File: config.mk
export PLATFORM = sky130hd
export DESIGN_NAME = nmea_sentence_checker_core
export DESIGN_NICKNAME = d
export VERILOG_FILES = /design/src/nmea_sc_pkg.sv /design/src/nmea_sc_line.sv /design/src/nmea_sentence_checker_core.sv
export VERILOG_INCLUDE_DIRS = /design/src /design/src/src
export SDC_FILE = /design/constraint.sdc
export NUM_CORES = 1
export LEC_CHECK = 0
export BUFFER_PORTS_ARGS = -buffer_cell sky130_fd_sc_hd__buf_2
export CORE_MARGIN = 10
export CORE_UTILIZATION = 65
export CTS_BUF_LIST = sky130_fd_sc_hd__clkbuf_2
export CTS_CLUSTER_SIZE = 28
export DETAILED_ROUTE_END_ITERATION = 10
export GPL_ROUTABILITY_DRIVEN = 0
export HOLD_SLACK_MARGIN = 0.02
export PLACE_DENSITY = 0.85
export SLEW_MARGIN = 20
export SYNTH_ARGS = -nofsm -noshare
export SYNTH_HDL_FRONTEND = slang
export SYNTH_SLANG_ARGS = --single-unit
File: constraint.sdc
create_clock -name clock -period 5.7 [get_ports clock]
set_clock_uncertainty 0.05 [all_clocks]
set_input_delay 0.855 -clock clock [delete_from_list [all_inputs] [get_ports clock]]
set_output_delay 0.855 -clock clock [all_outputs]
set_load 0.1 [all_outputs]
File: src/nmea_sentence_checker_core_macros.svh
// ---------------------------------------------------------------------------
// nmea sentence checker assertion macros
// concurrent checks clocked on clock, disabled while reset is high
// ---------------------------------------------------------------------------
`ifndef NMEA_SENTENCE_CHECKER_CORE_MACROS_SVH
`define NMEA_SENTENCE_CHECKER_CORE_MACROS_SVH

// same-cycle implication
`define NSC_CHECK(lbl, ante, cons) \
   lbl: assert property (@(posedge clock) disable iff (reset) (ante) |-> (cons)) \
      else $error("nmea checker assertion failed");

// next-cycle implication
`define NSC_CHECK_NEXT(lbl, ante, cons) \
   lbl: assert property (@(posedge clock) disable iff (reset) (ante) |=> (cons)) \
      else $error("nmea checker assertion failed");

`endif

File: src/nmea_sc_pkg.sv
// ---------------------------------------------------------------------------
// nmea_sc_pkg
// shared types, character codes and lookup functions of the sentence checker
// ---------------------------------------------------------------------------
package nmea_sc_pkg;

   localparam logic [7:0] CH_CR     = 8'h0D;
   localparam logic [7:0] CH_LF     = 8'h0A;
   localparam logic [7:0] CH_NUL    = 8'h00;
   localparam logic [7:0] CH_DOLLAR = 8'h24;
   localparam logic [7:0] CH_STAR   = 8'h2A;
   localparam logic [7:0] CH_COMMA  = 8'h2C;
   localparam logic [7:0] CH_0      = 8'h30;
   localparam logic [7:0] CH_9      = 8'h39;
   localparam logic [7:0] CH_UA     = 8'h41;
   localparam logic [7:0] CH_UF     = 8'h46;
   localparam logic [7:0] CH_LA     = 8'h61;
   localparam logic [7:0] CH_LF_HEX = 8'h66;

   // type letters, first letter in the low byte
   localparam logic [23:0] TYPE_GSV = 24'h56_53_47;
   localparam logic [23:0] TYPE_GSA = 24'h41_53_47;
   localparam logic [23:0] TYPE_GGA = 24'h41_47_47;

   localparam logic [2:0] ST_OK       = 3'd0;
   localparam logic [2:0] ST_NO_DOLLAR = 3'd1;
   localparam logic [2:0] ST_NO_STAR  = 3'd2;
   localparam logic [2:0] ST_BAD_HEX  = 3'd3;
   localparam logic [2:0] ST_MISMATCH = 3'd4;

   localparam logic [1:0] KIND_OTHER = 2'd0;
   localparam logic [1:0] KIND_GSV   = 2'd1;
   localparam logic [1:0] KIND_GSA   = 2'd2;
   localparam logic [1:0] KIND_GGA   = 2'd3;

   localparam logic [2:0] TALK_GP = 3'd0;
   localparam logic [2:0] TALK_GL = 3'd1;
   localparam logic [2:0] TALK_GA = 3'd2;
   localparam logic [2:0] TALK_BD = 3'd3;
   localparam logic [2:0] TALK_GQ = 3'd4;
   localparam logic [2:0] TALK_GN = 3'd5;

   localparam int FIELD_CHAR_LIMIT = 15;

   typedef struct packed {
      logic [7:0] value;
      logic       nonempty;
      logic       run;
      logic [3:0] count;
   } acc_type;

   typedef struct packed {
      logic [7:0] computed_sum;
      logic [7:0] key_value;
      logic       key_present;
      logic [2:0] talker;
      logic [1:0] sentence_kind;
      logic [2:0] status;
   } result_type;

   localparam acc_type ACC_CLEAR = '{value: 8'd0, nonempty: 1'b0, run: 1'b1, count: 4'd0};

   // {valid, nibble}
   function automatic logic [4:0] hex_decode(input logic [7:0] c);
      logic [4:0] r;
      r = 5'd0;
      if (c >= CH_0 && c <= CH_9) begin
         r = {1'b1, c[3:0]};
      end else if ((c >= CH_UA && c <= CH_UF) || (c >= CH_LA && c <= CH_LF_HEX)) begin
         r = {1'b1, c[3:0] + 4'd9};
      end
      return r;
   endfunction

   // {found, index}
   function automatic logic [3:0] talker_lookup(input logic [7:0] t0, input logic [7:0] t1);
      logic [3:0] r;
      case ({t0, t1})
         16'h4750: r = {1'b1, TALK_GP};
         16'h474C: r = {1'b1, TALK_GL};
         16'h4741: r = {1'b1, TALK_GA};
         16'h4244: r = {1'b1, TALK_BD};
         16'h4751: r = {1'b1, TALK_GQ};
         16'h474E: r = {1'b1, TALK_GN};
         default:  r = 4'd0;
      endcase
      return r;
   endfunction

   function automatic acc_type acc_feed(input acc_type a, input logic [7:0] c);
      acc_type    r;
      logic [11:0] v;
      logic       dig;
      r = a;
      dig = (c >= CH_0) && (c <= CH_9);
      v = {4'd0, a.value} * 12'd10 + {8'd0, c[3:0]};
      r.nonempty = 1'b1;
      if (a.run && (a.count < 4'(FIELD_CHAR_LIMIT)) && dig) begin
         r.value = (v > 12'd255) ? 8'hFF : v[7:0];
      end else begin
         r.run = 1'b0;
      end
      if (a.count < 4'(FIELD_CHAR_LIMIT)) begin
         r.count = a.count + 4'd1;
      end
      return r;
   endfunction

endpackage

File: src/nmea_sc_line.sv
// ---------------------------------------------------------------------------
// nmea_sc_line
// per-line running state, updated one byte per step, and the result word
// ---------------------------------------------------------------------------
module nmea_sc_line #(
   parameter int LINE_CAPACITY = 128
) (
   input  logic                   clock,
   input  logic                   reset,
   input  logic                   step,
   input  logic [7:0]             rx_byte,
   output logic                   result_valid,
   output nmea_sc_pkg::result_type result
);

   localparam int CNT_W = $clog2(LINE_CAPACITY);
   localparam logic [CNT_W-1:0] CNT_MAX = CNT_W'(LINE_CAPACITY - 1);
   localparam logic [CNT_W-1:0] PREFIX_LAST = CNT_W'(5);

   typedef struct packed {
      logic                 content_ended;
      logic                 has_content;
      logic                 starts_with_dollar;
      logic [7:0]           running_xor;
      logic                 star_seen;
      logic [1:0]           chars_after_star;
      logic [7:0]           received_sum;
      logic                 hex_ok;
      logic [39:0]          prefix_chars;
      logic [2:0]           field_number;
      nmea_sc_pkg::acc_type field_two_value;
      nmea_sc_pkg::acc_type field_six_value;
   } line_state_type;

   localparam line_state_type LINE_CLEAR = '{
      content_ended: 1'b0, has_content: 1'b0, starts_with_dollar: 1'b0,
      running_xor: 8'd0, star_seen: 1'b0, chars_after_star: 2'd0,
      received_sum: 8'd0, hex_ok: 1'b1, prefix_chars: 40'd0, field_number: 3'd0,
      field_two_value: nmea_sc_pkg::ACC_CLEAR, field_six_value: nmea_sc_pkg::ACC_CLEAR};

   line_state_type   line_ff, line_in;
   logic [CNT_W-1:0] count_ff, count_in;

   logic       is_cr, is_nl, do_store, do_process;
   logic [4:0] hex;
   logic [2:0] lane;

   assign is_cr      = (rx_byte == nmea_sc_pkg::CH_CR);
   assign is_nl      = (rx_byte == nmea_sc_pkg::CH_LF);
   assign do_store   = step && !is_cr && !is_nl && (count_ff < CNT_MAX);
   assign do_process = do_store && (rx_byte != nmea_sc_pkg::CH_NUL) && !line_ff.content_ended;
   assign hex        = nmea_sc_pkg::hex_decode(rx_byte);
   assign lane       = count_ff[2:0] - 3'd1;

   always_comb begin
      line_in  = line_ff;
      count_in = count_ff;
      if (step && is_nl) begin
         line_in  = LINE_CLEAR;
         count_in = '0;
      end else if (do_store) begin
         count_in = count_ff + CNT_W'(1);
         if (rx_byte == nmea_sc_pkg::CH_NUL) begin
            line_in.content_ended = 1'b1;
         end
         if (do_process) begin
            if (count_ff == '0) begin
               line_in.has_content        = 1'b1;
               line_in.starts_with_dollar = (rx_byte == nmea_sc_pkg::CH_DOLLAR);
            end else if (line_ff.star_seen) begin
               if (line_ff.chars_after_star < 2'd2) begin
                  if (!hex[4]) begin
                     line_in.hex_ok = 1'b0;
                  end else begin
                     line_in.received_sum = {line_ff.received_sum[3:0], hex[3:0]};
                  end
                  line_in.chars_after_star = line_ff.chars_after_star + 2'd1;
               end
            end else if (rx_byte == nmea_sc_pkg::CH_STAR) begin
               line_in.star_seen = 1'b1;
            end else begin
               line_in.running_xor = line_ff.running_xor ^ rx_byte;
               // characters 2..6 of the line land in byte lanes 0..4
               if (count_ff <= PREFIX_LAST) begin
                  for (int i = 0; i < 5; i++) begin
                     if (lane == 3'(i)) begin
                        line_in.prefix_chars[i*8 +: 8] = rx_byte;
                     end
                  end
               end
               if (rx_byte == nmea_sc_pkg::CH_COMMA) begin
                  if (line_ff.field_number != 3'd7) begin
                     line_in.field_number = line_ff.field_number + 3'd1;
                  end
               end else if (line_ff.field_number == 3'd2) begin
                  line_in.field_two_value = nmea_sc_pkg::acc_feed(line_ff.field_two_value, rx_byte);
               end else if (line_ff.field_number == 3'd6) begin
                  line_in.field_six_value = nmea_sc_pkg::acc_feed(line_ff.field_six_value, rx_byte);
               end
            end
         end
      end
   end

   always_ff @(posedge clock) begin
      if (reset) begin
         line_ff  <= LINE_CLEAR;
         count_ff <= '0;
      end else begin
         line_ff  <= line_in;
         count_ff <= count_in;
      end
   end

   // result from the state as it stands when the newline arrives
   logic [3:0]  talk_hit;
   logic [23:0] type_chars;

   assign talk_hit     = nmea_sc_pkg::talker_lookup(line_ff.prefix_chars[7:0],
                                                    line_ff.prefix_chars[15:8]);
   assign type_chars   = line_ff.prefix_chars[39:16];
   assign result_valid = step && is_nl && line_ff.has_content;

   always_comb begin
      result = '0;
      result.computed_sum = line_ff.running_xor;
      if (!line_ff.starts_with_dollar) begin
         result.status = nmea_sc_pkg::ST_NO_DOLLAR;
      end else if (!line_ff.star_seen || line_ff.chars_after_star < 2'd2) begin
         result.status = nmea_sc_pkg::ST_NO_STAR;
      end else if (!line_ff.hex_ok) begin
         result.status = nmea_sc_pkg::ST_BAD_HEX;
      end else if (line_ff.received_sum != line_ff.running_xor) begin
         result.status = nmea_sc_pkg::ST_MISMATCH;
      end else begin
         result.status = nmea_sc_pkg::ST_OK;
      end
      if (result.status == nmea_sc_pkg::ST_OK && talk_hit[3]) begin
         if (type_chars == nmea_sc_pkg::TYPE_GSV) begin
            result.sentence_kind = nmea_sc_pkg::KIND_GSV;
         end else if (type_chars == nmea_sc_pkg::TYPE_GSA) begin
            result.sentence_kind = nmea_sc_pkg::KIND_GSA;
         end else if (type_chars == nmea_sc_pkg::TYPE_GGA &&
                      (talk_hit[2:0] == nmea_sc_pkg::TALK_GP ||
                       talk_hit[2:0] == nmea_sc_pkg::TALK_GN)) begin
            result.sentence_kind = nmea_sc_pkg::KIND_GGA;
         end
         if (result.sentence_kind != nmea_sc_pkg::KIND_OTHER) begin
            result.talker = talk_hit[2:0];
         end
         if (result.sentence_kind == nmea_sc_pkg::KIND_GSA) begin
            result.key_present = line_ff.field_two_value.nonempty;
            result.key_value   = line_ff.field_two_value.value;
         end else if (result.sentence_kind == nmea_sc_pkg::KIND_GGA) begin
            result.key_present = line_ff.field_six_value.nonempty;
            result.key_value   = line_ff.field_six_value.value;
         end
      end
   end

endmodule

File: src/nmea_sentence_checker_core.sv
// ---------------------------------------------------------------------------
// nmea_sentence_checker_core: nmea 0183 line parser and checksum checker
// one byte accepted per cycle while the result register is not stalled;
// a newline's result passes the input register, then the result register
// reset (synchronous) empties both registers and clears the line state
// ---------------------------------------------------------------------------
`include "nmea_sentence_checker_core_macros.svh"

module nmea_sentence_checker_core #(
   parameter int LINE_CAPACITY = 128
) (
   input  logic        clock,
   input  logic        reset,
   input  logic        req_tvalid,
   output logic        req_tready,
   input  logic [7:0]  req_tdata,   // [7:0] rx_byte
   output logic        rsp_tvalid,
   input  logic        rsp_tready,
   // [2:0] status, [4:3] sentence_kind, [7:5] talker, [8] key_present,
   // [16:9] key_value, [24:17] computed_sum, [31:25] zero
   output logic [31:0] rsp_tdata
);

   logic       in_valid_ff, in_valid_in;
   logic [7:0] in_byte_ff;
   logic       rsp_valid_ff, rsp_valid_in;
   nmea_sc_pkg::result_type rsp_data_ff;

   logic advance, step, res_valid;
   nmea_sc_pkg::result_type res;

   // the result register frees up when empty or taken this cycle
   assign advance    = !rsp_valid_ff || rsp_tready;
   assign req_tready = !in_valid_ff || advance;
   assign step       = in_valid_ff && advance;

   assign in_valid_in  = req_tready ? req_tvalid : in_valid_ff;
   assign rsp_valid_in = advance ? (step && res_valid) : rsp_valid_ff;

   always_ff @(posedge clock) begin
      if (reset) begin
         in_valid_ff  <= 1'b0;
         rsp_valid_ff <= 1'b0;
      end else begin
         in_valid_ff  <= in_valid_in;
         rsp_valid_ff <= rsp_valid_in;
      end
   end

   always_ff @(posedge clock) begin
      if (req_tvalid && req_tready) begin
         in_byte_ff <= req_tdata;
      end
      if (step && res_valid) begin
         rsp_data_ff <= res;
      end
   end

   nmea_sc_line #(
      .LINE_CAPACITY(LINE_CAPACITY)
   ) u_line (
      .clock        (clock),
      .reset        (reset),
      .step         (step),
      .rx_byte      (in_byte_ff),
      .result_valid (res_valid),
      .result       (res)
   );

   assign rsp_tvalid = rsp_valid_ff;
   assign rsp_tdata  = {7'd0, rsp_data_ff};

   `NSC_CHECK(a_rejected_has_no_kind, rsp_valid_ff && rsp_data_ff.status != nmea_sc_pkg::ST_OK, rsp_data_ff.sentence_kind == nmea_sc_pkg::KIND_OTHER)
   `NSC_CHECK(a_other_kind_zero_fields, rsp_valid_ff && rsp_data_ff.sentence_kind == nmea_sc_pkg::KIND_OTHER, rsp_data_ff.talker == 3'd0 && !rsp_data_ff.key_present && rsp_data_ff.key_value == 8'd0)
   `NSC_CHECK(a_status_in_range, rsp_valid_ff, rsp_data_ff.status <= nmea_sc_pkg::ST_MISMATCH)
   `NSC_CHECK_NEXT(a_input_held_on_stall, in_valid_ff && !advance, in_valid_ff && $stable(in_byte_ff))

endmodule
== Word-level counts from Yosys, hierarchy flattened ==
Index checks and enable logic that the tools add are counted.

* Flip-flop bits (word level): 136
* Input bits: 12
* Output and inout port bits: 34
* Word-level logic and storage cells: 167

* $add $sub $neg: 9
* $mul: 2
* $lt $le $gt $ge: 13
* Equality and inequality tests: 25
* Muxes and demuxes: 17
* Bitwise logic cells: 9
* Reductions and logical operators: 60

{| class="wikitable"
|+ Operators by type and width
! kind !! number
|-
| $eq 16x15->1 const B || 6
|-
| $eq 24x23->1 const B || 3
|-
| $reduce_and 7->1 || 7
|-
| $reduce_and 8->1 || 4
|-
| $reduce_and 9->1 || 3
|-
| $add 12x4->12 || 2
|-
| $eq 8x6->1 const B || 3
|-
| $gt 12x8->1 const B || 2
|-
| $pmux 4 s6 || 1
|-
| $mul 8x3->11 const B || 2
|-
| $logic_and 1x1->1 || 19
|-
| $mux 9 || 2
|-
| $eq 8x4->1 const B || 2
|-
| $ge 8x7->1 const B || 2
|-
| $le 8x7->1 const B || 2
|-
| $mux 8 || 2
|-
| $mux 3 || 4
|-
| $reduce_and 6->1 || 2
|-
| $mux 5 || 2
|-
| $reduce_and 5->1 || 2
|-
| $eq 3x2->1 const B || 3
|-
| $eq 3x3->1 const B || 3
|-
| $logic_not 3->1 || 3
|-
| $add 4x1->4 const B || 2
|-
| 28 further kinds || 52
|}

== Longest topological paths before layout ==
Gate-level depths: netlist of the first run.

* Depth after elaboration: 12
* Mapped depth: 11
* Depth with buffers taken out: 9

== Cells and area by module ==
Synthesis of the first run repeated with hierarchy kept, for this count alone.

* Cells, all modules: 703
* Area total of the unflattened synthesis: 6926.6 sq um

{| class="wikitable"
|+ By module, submodules not included
! module !! instances !! cells each !! area each (sq um) !! seq. area each (sq um)
|-
| nmea_sc_line || 1 || 651 || 5776.8 || 2021.9
|-
| nmea_sentence_checker_core || 1 || 52 || 1149.9 || 1031.0
|}

== Least setup slack after synthesis of the first run ==
OpenSTA, ideal clock, no wires.

* Kind: reg-to-output
* From: register rsp_valid_ff (netlist: rsp_tvalid)
* To: output req_tready
* Arrival: 1.911 ns
* Data required time: 4.795 ns
* Path slack: 2.884 ns
* Stages on the path, launching flop included: 3
* Buffers on the path: 0
* Cell sequence: dfxtp_1 nor2b_1 nand2_1

* Longest elaborated chain between the ends: 3

{| class="wikitable"
|+ RTL lines
! item !! line !! source
|-
| start: declaration || nmea_sentence_checker_core.sv:26 || <nowiki>logic rsp_valid_ff, rsp_valid_in;</nowiki>
|-
| start signal: assignment || nmea_sentence_checker_core.sv:46 || <nowiki>rsp_valid_ff <= rsp_valid_in;</nowiki>
|-
| $logic_not 1->1 || nmea_sentence_checker_core.sv:33 || <nowiki>assign advance = !rsp_valid_ff || rsp_tready;</nowiki>
|-
| $logic_or 1x1->1 || nmea_sentence_checker_core.sv:33 ||
|-
| $logic_or 1x1->1 || nmea_sentence_checker_core.sv:34 || <nowiki>assign req_tready = !in_valid_ff || advance;</nowiki>
|-
| end: declaration || nmea_sentence_checker_core.sv:15 || <nowiki>output logic req_tready,</nowiki>
|}

No other way between the ends.

== Worst setup path after layout of the first run ==
* From: register in_byte_ff[0]
* To: register u_line.line_ff[39] in the netlist's numbering

* Longest elaborated chain between the ends: 8

{| class="wikitable"
|+ RTL lines
! item !! line !! source
|-
| start: declaration || nmea_sentence_checker_core.sv:25 || <nowiki>logic [7:0] in_byte_ff;</nowiki>
|-
| start signal: assignment || nmea_sentence_checker_core.sv:52 || <nowiki>in_byte_ff <= req_tdata;</nowiki>
|-
| $eq 8x4->1 || nmea_sc_line.sv:48 || <nowiki>assign is_cr = (rx_byte == nmea_sc_pkg::CH_CR);</nowiki>
|-
| $logic_not 1->1 || nmea_sc_line.sv:50 || <nowiki>assign do_store = step && !is_cr && !is_nl && (count_ff < CNT_MAX);</nowiki>
|-
| $logic_and 1x1->1 (3 in series) || nmea_sc_line.sv:50 ||
|-
| $logic_and 1x1->1 (2 in series) || nmea_sc_line.sv:51 || <nowiki>assign do_process = do_store && (rx_byte != nmea_sc_pkg::CH_NUL) && !line_ff.content_ended;</nowiki>
|-
| $reduce_and 7->1 (no source line) || n/a ||
|-
| end signal: assignment || nmea_sc_line.sv:110 || <nowiki>line_ff <= line_in;</nowiki>
|-
| end: declaration || nmea_sc_line.sv:41 || <nowiki>line_state_type line_ff, line_in;</nowiki>
|}

Parallel ways exist; a longest one is shown, timed or not.
A chain may end at the register's enable or synchronous reset.

==> reports/metrics.csv, run 1 <==
stage,metric,value,unit
global_routing,GR Util met3,4.36,%
layout,area added between synthesis and finish,5.67,%
synth,mapped cell area,6840,um^2
worst_setup_path,worst reg-to-reg setup slack,1.96,ns
worst_setup_path,CP arrival,4.26,ns
global_routing,largest net degree at the start of global routing,52,
routing,Detail Route Antenna Nets,0,
worst_hold_path,hold depth,1,
routing,Vias/cell,6.07,
worst_setup_path,CP startpoint,in_byte_ff[0]$_DFFE_PP_,
worst_setup_path,r2r endpoint,u_line.line_ff[39]$_SDFFE_PP0P_,
layout,Finished Core Util,70.4,%
run,max cap viols,0,
global_routing,Congestion Overflow GR,0,
synth,synthesized area per cell,9.65,um^2
routing,DRC,0,
layout,n_diodes,0,
power_and_ir_drop,total power,1610,uW
worst_setup_path,crit path capture,u_line.line_ff[39]$_SDFFE_PP0P_,
clocking,Worst-path clk slew,0.23,ns
power_and_ir_drop,pwr/cell area,223,nW/um^2
routing,DRT Wirelength,15200,um
timing,final number of setup-violating endpoints,0,
placed_design,DP HPWL,10900,um
timing,Final Slew Violations,0,
synth,cell taking the most area after synthesis,dfxtp_1,
global_routing,vias in the first global route,5112,
timing,max_slew headroom,31.4,%
global_routing,met1 Track Usage GR,26.4,%
timing,RSZ-0062 raised after global routing,false,
timing,FMAX,267,MHz
layout,most frequent cells in the layout,"dfxtp_1, nor2_1, nand2_1",
routing,via count,5350,
power_and_ir_drop,leakage power,0.00308,uW
synth,gate count of the mapped netlist,709,
timing,final hold violations,0,
clocking,# clock sinks,136,
synth,"FFs w/ async S/R, synth",0,%
synth,top post-synthesis cells by area,"dfxtp_1, edfxtp_1, ha_1, nor2_1, mux2i_1",
global_routing,GR peak layer,met2,
floorplanning,initial core utilization,66.6,%
worst_setup_path,worst path required time,6.21,ns
synth,Synth top area share,30.1,%
floorplanning,Die X,123,um
clocking,"Hold-fix buffers, CTS",0,
global_routing,first-pass GRT wire length,24900,um
layout,share of post-route cells with drive strength above 1,12.8,%
layout,multi-input logic area,3530,um^2
global_routing,total track usage,20.5,%
placed_design,Placed Instances,849,
synth,most common flop cell mapped by yosys,dfxtp_1,
worst_hold_path,worst hold path type,input port to register,
timing,Setup TNS,0,ns
timing,worst-margin pin slew,1.03,ns
clocking,Longest Clk Path Bufs,2,
synth,number of synthesized flops with an enable pin,33,
floorplanning,Ports,46,
routing,DRT iter0 DRCs,618,
worst_setup_path,Worst setup SP type,register,
synth,Synth cell types,65,
placed_design,number of I/O port buffers,38,
clocking,post-CTS sizing,0,
layout,final cell count without fillers,881,
power_and_ir_drop,VDD IR max,149,uV
synth,post-synthesis sequential area ratio,44.6,%
clocking,CTS tree,built,
worst_setup_path,CP max FO,12,
layout,final net count,793,
layout,"most common cell after layout, fill and taps aside",dfxtp_1,
floorplanning,row cnt,37,
clocking,Inserted Clock Buffers,17,
global_routing,met2 Use GR,33.5,%
worst_setup_path,R2R cell count,8,
timing,Final Critical Period,3.74,ns
clocking,# Post-CTS Setup Buffers,0,
layout,FF/Latch Area,3050,um^2
worst_setup_path,Setup crit end kind,register,
routing,TritonRoute pass-1 iters,5,
synth,Syn. warnings,0,
clocking,clock latency on the worst-skew pair,0.71,ns
worst_setup_path,RR Startpoint,in_byte_ff[0]$_DFFE_PP_,
global_routing,initial antenna violation count,0,
worst_setup_path,worst setup path class,register to register,
layout,final-layout fill cell count,772,
synth,Seq cells post-synth,136,
clocking,Clk Tree Root Cell,clkbuf_2,
floorplanning,die area,15000,um^2
floorplanning,core region area,10300,um^2
clocking,htree depth,4,
floorplanning,die height,123,um
routing,WL per Instance,17.2,um
outcome,status,"finished, final reports clean",
timing,period utilisation layout,65.7,%
==> layer usage <==
| metal | vias to the layer above | wire length, um |
|---|---|---|
| li1 | 2575 | - |
| met1 | 2550 | 6510 |
| met2 | 200 | 7220 |
| met3 | 25 | 1220 |
| met4 | 0 | 235 |
| met5 | - | 0 |
==> kinds of logic after synthesis <==
family                     share of synthesized area, %
and+or+nand+nor                                    20.5
xor gates and xnor gates                           5.12
DFF                                                44.6
buffers and inverters                              4.28
AOI/OAI and AO/OA                                  11.1
muxes                                              4.90
adders and majority gates                          9.40
other                                            0.0548
==> worst max-delay path, stage by stage (launching register included) <==
cell	delay [ns]
edfxtp_1	0.68
inv_1	0.22
ha_1	0.28
and3b_1	0.23
a21oi_1	0.75
o311a_1	0.42
nand4b_1	0.55
mux2i_1	0.36
nor2_1	0.05
==> report_power, final <==
| group | switching (uW) | internal (uW) |
|---|---|---|
| logic | 65.3 | 27.2 |
| clock network | 340 | 158 |
| registers | 27.2 | 995 |
| total | 432 | 1180 |
==> registers in the layout, summed over array words and instances (netlist names) <==
signal and count:
u_line.count_ff 7, u_line.line_ff 86, u_line.result 8, rsp_tdata 25, in_valid_ff 1, rsp_tvalid 1, in_byte_ff 8
==> cell type report <==
class | instances | share of cell area [%]
well taps | 136 | 2.35
clock buffers | 21 | 1.45
inverters | 17 | 0.882
multi-input cells | 518 | 48.8
flip-flops and latches | 136 | 42.2
repair buffers | 42 | 3.15
clock inverters | 11 | 1.16
==> through the flow <==
step                      setup slack, ns  hold WS, ns  cell area [um^2]
after floorplan                      2.88        0.376              6870
after global placement               2.32        0.386              7030
after detailed placement             2.09        0.393              7040
after CTS                            2.00        0.236              7230
after global routing                 1.69        0.216              7230
final                                1.96        0.268              7230
==> synth_stat cells (3+ instances only) <==
master,number
dfxtp_1,103
nand3b_1,5
a21oi_1,26
or4_1,3
nand3_1,43
inv_1,17
mux2i_1,29
nor2_1,91
a31oi_1,14
buf_6,3
and3b_1,4
a22oi_1,10
nor4_1,10
fa_1,4
buf_2,12
or3_1,3
nor3_1,11
o21ai_0,31
xor2_1,26
nor4b_1,3
nand4_1,8
buf_1,3
nand2b_1,3
a21o_1,5
and3_1,6
nand2_1,53
edfxtp_1,33
a21boi_0,3
and4_1,4
clkbuf_1,19
and4b_1,3
o221a_2,7
buf_4,7
ha_1,45
xnor2_1,14
or2_2,3
nand4b_1,5
and2_1,5
o31ai_1,5
==> worst min-delay path by stage <==
stage               slack (ns)                            start                              end
floorplan                 0.38   u_line.line_ff[5]$_SDFFE_PP0P_   u_line.line_ff[5]$_SDFFE_PP0P_
finish                    0.27                     req_tdata[4]          in_byte_ff[4]$_DFFE_PP_
detailed placement        0.39  u_line.line_ff[18]$_SDFFE_PP1P_  u_line.line_ff[18]$_SDFFE_PP1P_
global placement          0.39  u_line.line_ff[18]$_SDFFE_PP1P_  u_line.line_ff[18]$_SDFFE_PP1P_
global route              0.22                     req_tdata[4]          in_byte_ff[4]$_DFFE_PP_
CTS                       0.24                     req_tdata[4]          in_byte_ff[4]$_DFFE_PP_
Power figures use the tool's default switching activity.
==> run 2, diff against run 1 <==
- CORE_UTILIZATION: 65 -> 57
- PLACE_DENSITY: 0.85 -> 0.79
- clock period: 5.7 -> 3.2 ns (I/O delays scaled with it)
==> run 2 against run 1 <==
- combinational power rose by 120%
- sequential cell count did not move
- critical path depth rose by 1
- sequential share of layout area fell by 1.6 points
- fmax rose by 24%
- final area rose by 3.9%
- clock power rose by 78%
- critical endpoint is now u_line.line_ff[23]$_SDFFE_PP0P_
==> reports/metrics.csv, run 2 (synthesis results as in run 1) <==
stage,metric,value,unit,change
clocking,Longest Clk Path Bufs,2,,unchanged
routing,Detail Route Antenna Nets,0,,unchanged
timing,final number of setup-violating endpoints,0,,unchanged
worst_setup_path,worst path required time,3.83,ns,-2.38 ns
power_and_ir_drop,pwr/cell area,386,nW/um^2,+73%
run,max cap viols,0,,unchanged
timing,final hold violations,0,,unchanged
timing,Final Slew Violations,0,,unchanged
clocking,Clk Tree Root Cell,clkbuf_2,,
worst_setup_path,critical path's largest stage delay,0.57,ns,-0.18 ns
power_and_ir_drop,VDD IR max,247,uV,+67%
timing,RSZ-0062 raised after global routing,false,,
placed_design,DP HPWL,11000,um,+1.0%
layout,share of post-route cells with drive strength above 1,14.6,%,+1.9 points
placed_design,post-placement cell area,7190,um^2,+2.1%
routing,via count,5443,,+1.7%
clocking,Inserted Clock Buffers,17,,unchanged
routing,TritonRoute pass-1 iters,5,,unchanged
timing,PnR worst setup slack,0.168,ns,-1.79 ns
worst_setup_path,worst reg-to-reg setup slack,0.17,ns,-1.79 ns
layout,"most common cell after layout, fill and taps aside",dfxtp_1,,
routing,DRT iter0 DRCs,387,,-37%
worst_setup_path,CP arrival,3.66,ns,-0.60 ns
layout,final-layout fill cell count,919,,+19%
timing,Final Critical Period,3.03,ns,-0.713 ns
placed_design,number of I/O port buffers,38,,unchanged
worst_setup_path,"Slowest-stage cell, CP",mux4_2,,
worst_setup_path,CP cell instances,ha_1 > ha_1 > fa_1 > xor2_2 > nand3_1 > nor4_2 > mux4_2 > nand3_2 > o221a_2,,
global_routing,Congestion Overflow GR,0,,unchanged
worst_setup_path,Setup crit end kind,register,,
floorplanning,die area,16800,um^2,+12%
layout,final cell count without fillers,915,,+3.9%
routing,DRC,0,,unchanged
timing,Setup TNS,0,ns,unchanged
power_and_ir_drop,leakage power,0.00319,uW,+3.8%
layout,most frequent cells in the layout,"dfxtp_1, nor2_1, nand2_1",,
routing,Vias/cell,5.95,,-2.0%
timing,period utilisation layout,94.7,%,+29 points
layout,post-route cell area,7510,um^2,+3.9%
layout,area added between synthesis and finish,9.74,%,
clocking,clock latency on the worst-skew pair,0.72,ns,about the same
floorplanning,core region area,11600,um^2,+13%
global_routing,largest net degree at the start of global routing,52,,unchanged
clocking,# Post-CTS Setup Buffers,0,,unchanged
global_routing,vias in the first global route,5447,,+6.6%
layout,max FFs per register,86,,unchanged
floorplanning,initial core utilization,59.2,%,-7.4 points
placed_design,Place WS,0.00533,ns,-2.09 ns
floorplanning,Die X,130,um,+5.7%
floorplanning,row cnt,39,,+5.4%
routing,WL per Instance,16.6,um,-3.6%
floorplanning,die height,130,um,+5.7%
worst_setup_path,worst setup path class,register to register,,
global_routing,total track usage,18.6,%,-1.9 points
routing,DRT Wirelength,15200,um,about the same
worst_setup_path,CP max FO,8,,-4
clocking,CTS tree,built,,
worst_hold_path,worst hold path type,input port to register,,
global_routing,initial antenna violation count,0,,unchanged
timing,max_slew headroom,60.2,%,+29 points
global_routing,first-pass GRT wire length,25300,um,+1.8%
clocking,Worst-path clk slew,0.19,ns,-0.04 ns
layout,most flop-heavy register,u_line.line_ff,,
clocking,htree depth,4,,unchanged
layout,final net count,820,,+3.4%
timing,worst-margin pin slew,0.594,ns,-0.431 ns
layout,n_diodes,0,,unchanged
placed_design,Placed Instances,872,,+2.7%
worst_setup_path,Worst setup SP type,register,,
worst_setup_path,"Top cell by count, worst path",ha_1,,
outcome,status,"finished, final reports clean",,
timing,FMAX,330,MHz,+24%
floorplanning,Ports,46,,unchanged
clocking,# clock sinks,136,,unchanged
==> run 2: worst paths after layout <==
path | startpoint | end | cells past startpoint
min reg2reg | u_line.line_ff[60]$_SDFFE_PP0P_ | u_line.line_ff[60]$_SDFFE_PP0P_ | 2
max reg2reg | u_line.line_ff[23]$_SDFFE_PP0P_ | u_line.line_ff[23]$_SDFFE_PP0P_ | 9
max | u_line.line_ff[23]$_SDFFE_PP0P_ | u_line.line_ff[23]$_SDFFE_PP0P_ | 9
min | rsp_tready | in_valid_ff$_SDFFE_PP0N_ | 4
==> run 2: power breakdown <==
part | internal (uW) | switching (uW) | total (uW)
sequential | 1770 | 35.5 | 1810
combinational | 66.5 | 135 | 201
clock | 264 | 624 | 887
total | 2100 | 794 | 2900
==> run 2: stage by stage <==
stage,hold slack [ns],utilization [%],total power [uW]
CTS,0.0478,64.9,2910
global placement,0.386,62.2,2020
finish,0.109,64.9,2900
global route,0.0828,64.9,3010
floorplan,0.376,-,1980
detailed placement,0.395,62.2,2030
==> run 2: critical path: cells and delay by family (launching register included) <==
kind / cells / cell delay [ns]
xor+xnor: 1 / 0.24
compound gates: 1 / 0.21
fa+ha+maj: 3 / 0.92
flops: 1 / 0.45
mux: 1 / 0.57
simple gates: 3 / 0.55
==> run 2: timing repair <==
action / CTS / global route
hold endpoints to repair: 11 / 0
resized for setup: 1 / 2
pin swaps: 0 / 0
hold buffers: 11 / 0
setup endpoints to repair: 7 / 8
==> run 2: metal layers <==
layer	vias up	global-route usage [%]	part of all wire, %
met5	-	0	0
met4	0	7.74	2.1
met3	36	5.30	6.9
met2	180	30.1	45
met1	2584	22.9	46
li1	2643	-	-
==> run 2: area by class of cell <==
class	count	area, um^2	area share, %
clock buffers	17	85.1	1.13
clock inverters	15	111	1.48
inverters	17	63.8	0.850
multi-input cells	518	3540	47.2
flip-flops and latches	136	3050	40.7
well taps	143	179	2.38
repair buffers	69	475	6.33
==> run 3, diff against run 2 <==
- SKIP_CTS_REPAIR_TIMING: unset -> 1
- clock period: 3.2 -> 2.7 ns (I/O delays scaled with it)
==> run 3 against run 2 <==
- the flow now finishes with violations (setup timing)
- cell count rose by 3.6%
- non-clock buffer count rose by 33
- global-route usage rose by 0.56 points
- sequential share of layout area fell by 2.6 points
- worst setup slack got worse by 0.18 ns
- combinational power rose by 34%
- total power rose by 30%
- final area rose by 7.1%
- worst hold slack improved by 0.19 ns
- clock-buffer cell count rose by 2
- largest power group unchanged
- highest routed layer unchanged
==> reports/metrics.csv, run 3 (synthesis results as in run 1) <==
stage,metric,value,unit,change
global_routing,initial antenna violation count,0,,unchanged
run,max cap viols,0,,unchanged
global_routing,largest net degree at the start of global routing,60,,+15%
power_and_ir_drop,leakage power,0.00342,uW,+7.2%
placed_design,number of I/O port buffers,38,,unchanged
layout,share of post-route cells with drive strength above 1,22.0,%,+7.4 points
clocking,CTS tree,built,,
layout,final cell count without fillers,948,,+3.6%
floorplanning,die height,130,um,unchanged
layout,"most common cell after layout, fill and taps aside",dfxtp_1,,
routing,Detail Route Antenna Nets,0,,unchanged
worst_setup_path,Worst setup SP type,register,,
layout,n_diodes,0,,unchanged
routing,WL per Instance,17.5,um,+5.4%
worst_setup_path,r2r endpoint,u_line.line_ff[22]$_SDFFE_PP0P_,,
floorplanning,die area,16800,um^2,unchanged
global_routing,total track usage,19.2,%,+0.56 points
worst_setup_path,RR Startpoint,u_line.line_ff[23]$_SDFFE_PP0P_,,
worst_setup_path,CP max FO,8,,unchanged
power_and_ir_drop,pwr/cell area,466,nW/um^2,+21%
worst_setup_path,R2R cell count,9,,unchanged
worst_setup_path,worst path required time,3.31,ns,-0.52 ns
floorplanning,core region area,11600,um^2,unchanged
worst_setup_path,worst reg-to-reg setup slack,-0.02,ns,-0.18 ns
timing,final number of setup-violating endpoints,5,,+5
global_routing,Congestion Overflow GR,0,,unchanged
timing,period utilisation layout,101,%,+5.8 points
layout,most flop-heavy register,u_line.line_ff,,
power_and_ir_drop,VDD IR max,344,uV,+39%
timing,FMAX,368,MHz,+12%
global_routing,first-pass GRT wire length,26300,um,+3.7%
routing,TritonRoute pass-1 iters,5,,unchanged
timing,final hold violations,0,,unchanged
layout,final-layout fill cell count,858,,-6.6%
worst_hold_path,hold depth,2,,-2
worst_setup_path,Setup crit end kind,register,,
clocking,clock latency on the worst-skew pair,0.74,ns,+0.02 ns
worst_hold_path,worst hold path type,input port to register,,
worst_hold_path,WHS Endpoint,in_byte_ff[2]$_DFFE_PP_,,
floorplanning,initial core utilization,59.2,%,unchanged
layout,area added between synthesis and finish,17.6,%,
clocking,Inserted Clock Buffers,17,,unchanged
power_and_ir_drop,total power,3750,uW,+30%
timing,max_slew headroom,46.0,%,-14 points
power_and_ir_drop,combinational power share,7.2,%,+0.3 points
clocking,Longest Clk Path Bufs,2,,unchanged
worst_setup_path,worst setup path class,register to register,,
clocking,Clk Tree Root Cell,clkbuf_2,,
clocking,htree depth,4,,unchanged
layout,post-route cell area,8050,um^2,+7.1%
placed_design,Placed Instances,898,,+3.0%
clocking,# clock sinks,136,,unchanged
floorplanning,Ports,46,,unchanged
timing,WHS,0.303,ns,+0.194 ns
layout,max FFs per register,86,,unchanged
placed_design,post-placement cell area,7420,um^2,+3.3%
timing,Final Critical Period,2.72,ns,-0.316 ns
power_and_ir_drop,sequential power share,56.6,%,-5.8 points
global_routing,vias in the first global route,5452,,+0.092%
routing,Vias/cell,5.95,,about the same
routing,DRT Wirelength,16600,um,+9.2%
power_and_ir_drop,Sw Pwr,954,uW,+20%
outcome,failing checks,setup timing,,
layout,most frequent cells in the layout,"dfxtp_1, nor2_1, nand2_1",,
floorplanning,row cnt,39,,unchanged
outcome,status,"complete, but fails checks",,
power_and_ir_drop,Pint,2800,uW,+33%
power_and_ir_drop,clock power share,36.2,%,+5.6 points
power_and_ir_drop,Sw Share,25.4,%,-2.0 points
timing,RSZ-0062 raised after global routing,true,,
routing,DRT iter0 DRCs,457,,+18%
placed_design,DP HPWL,11400,um,+3.3%
clocking,Worst-path clk slew,0.21,ns,+0.02 ns
worst_setup_path,CP arrival,3.33,ns,-0.33 ns
floorplanning,Die X,130,um,unchanged
timing,PnR worst setup slack,-0.0154,ns,-0.184 ns
timing,Final Slew Violations,0,,unchanged
layout,final net count,853,,+4.0%
worst_hold_path,worst min-delay path startpoint,req_tdata[2],,
timing,worst-margin pin slew,0.811,ns,+0.216 ns
routing,via count,5643,,+3.7%
routing,DRC,0,,unchanged
==> run 3: cell types whose count changed in the layout (fill, tap and decap cells not counted), moves of 5 or more <==
cell     before  now
ha_4          0    5
dfxtp_2       1    6
ha_1         45   38
buf_4        18   47
dfxtp_1     102   96
==> run 3: final cells by class <==
| class | count | area [um^2] | area share, % |
|---|---|---|---|
| tap | 143 | 179 | 2.22 |
| timing repair buffer | 102 | 739 | 9.19 |
| inverter | 17 | 63.8 | 0.793 |
| sequential | 136 | 3060 | 38.1 |
| multi-input combinational | 518 | 3730 | 46.3 |
| clock buffer | 19 | 95.1 | 1.18 |
| clock inverter | 13 | 179 | 2.22 |
==> run 3: power groups by stage <==
| stage | clock network, uW | logic [uW] | registers (uW) |
|---|---|---|---|
| after floorplan | 0 | 189 | 2160 |
| after global placement | 0 | 240 | 2170 |
| after detailed placement | 0 | 247 | 2170 |
| after CTS | 1370 | 248 | 2130 |
| after global routing | 1450 | 292 | 2130 |
| final | 1360 | 270 | 2130 |
==> run 3: per-stage QoR <==
stage / setup slack (ns) / util, % / setup TNS (ns)
final: -0.0154 / 69.6 / -0.0603
after global routing: -0.121 / 69.6 / -0.873
after CTS: -0.204 / 66.6 / -2.91
after detailed placement: -0.176 / 64.2 / -2.40
after global placement: -0.0526 / 64.1 / -0.364
after floorplan: 0.00174 / - / 0
==> run 3: worst max-delay path by stage <==
stage	slack [ns]	start	end	depth (start not counted)
3_3_place_gp	-0.05	u_line.line_ff[23]$_SDFFE_PP0P_	u_line.line_ff[22]$_SDFFE_PP0P_	9
4_1_cts	-0.20	u_line.line_ff[23]$_SDFFE_PP0P_	u_line.line_ff[25]$_SDFFE_PP0P_	9
2_1_floorplan	0.002	in_byte_ff[0]$_DFFE_PP_	u_line.line_ff[20]$_SDFFE_PP0P_	9
3_5_place_dp	-0.18	u_line.line_ff[23]$_SDFFE_PP0P_	u_line.line_ff[21]$_SDFFE_PP0P_	9
6_report	-0.02	u_line.line_ff[23]$_SDFFE_PP0P_	u_line.line_ff[22]$_SDFFE_PP0P_	9
5_1_grt	-0.12	u_line.line_ff[23]$_SDFFE_PP0P_	u_line.line_ff[21]$_SDFFE_PP0P_	9
==> run 3: per-layer routing <==
layer  share of wire [%]  track usage, %
met3                 6.6            4.53
met2                  48            31.4
met4                 2.3            6.81
met5                   0               0
met1                  43            24.3
==> run 3: worst max-delay path, stage by stage, from the launching register on <==
cell and delay [ns]:
dfxtp_4 0.40, ha_4 0.22, ha_4 0.16, fa_2 0.39, xor2_4 0.23, o2111ai_2 0.17, and2_4 0.19, mux4_2 0.50
nand3_4 0.15, o221a_2 0.20
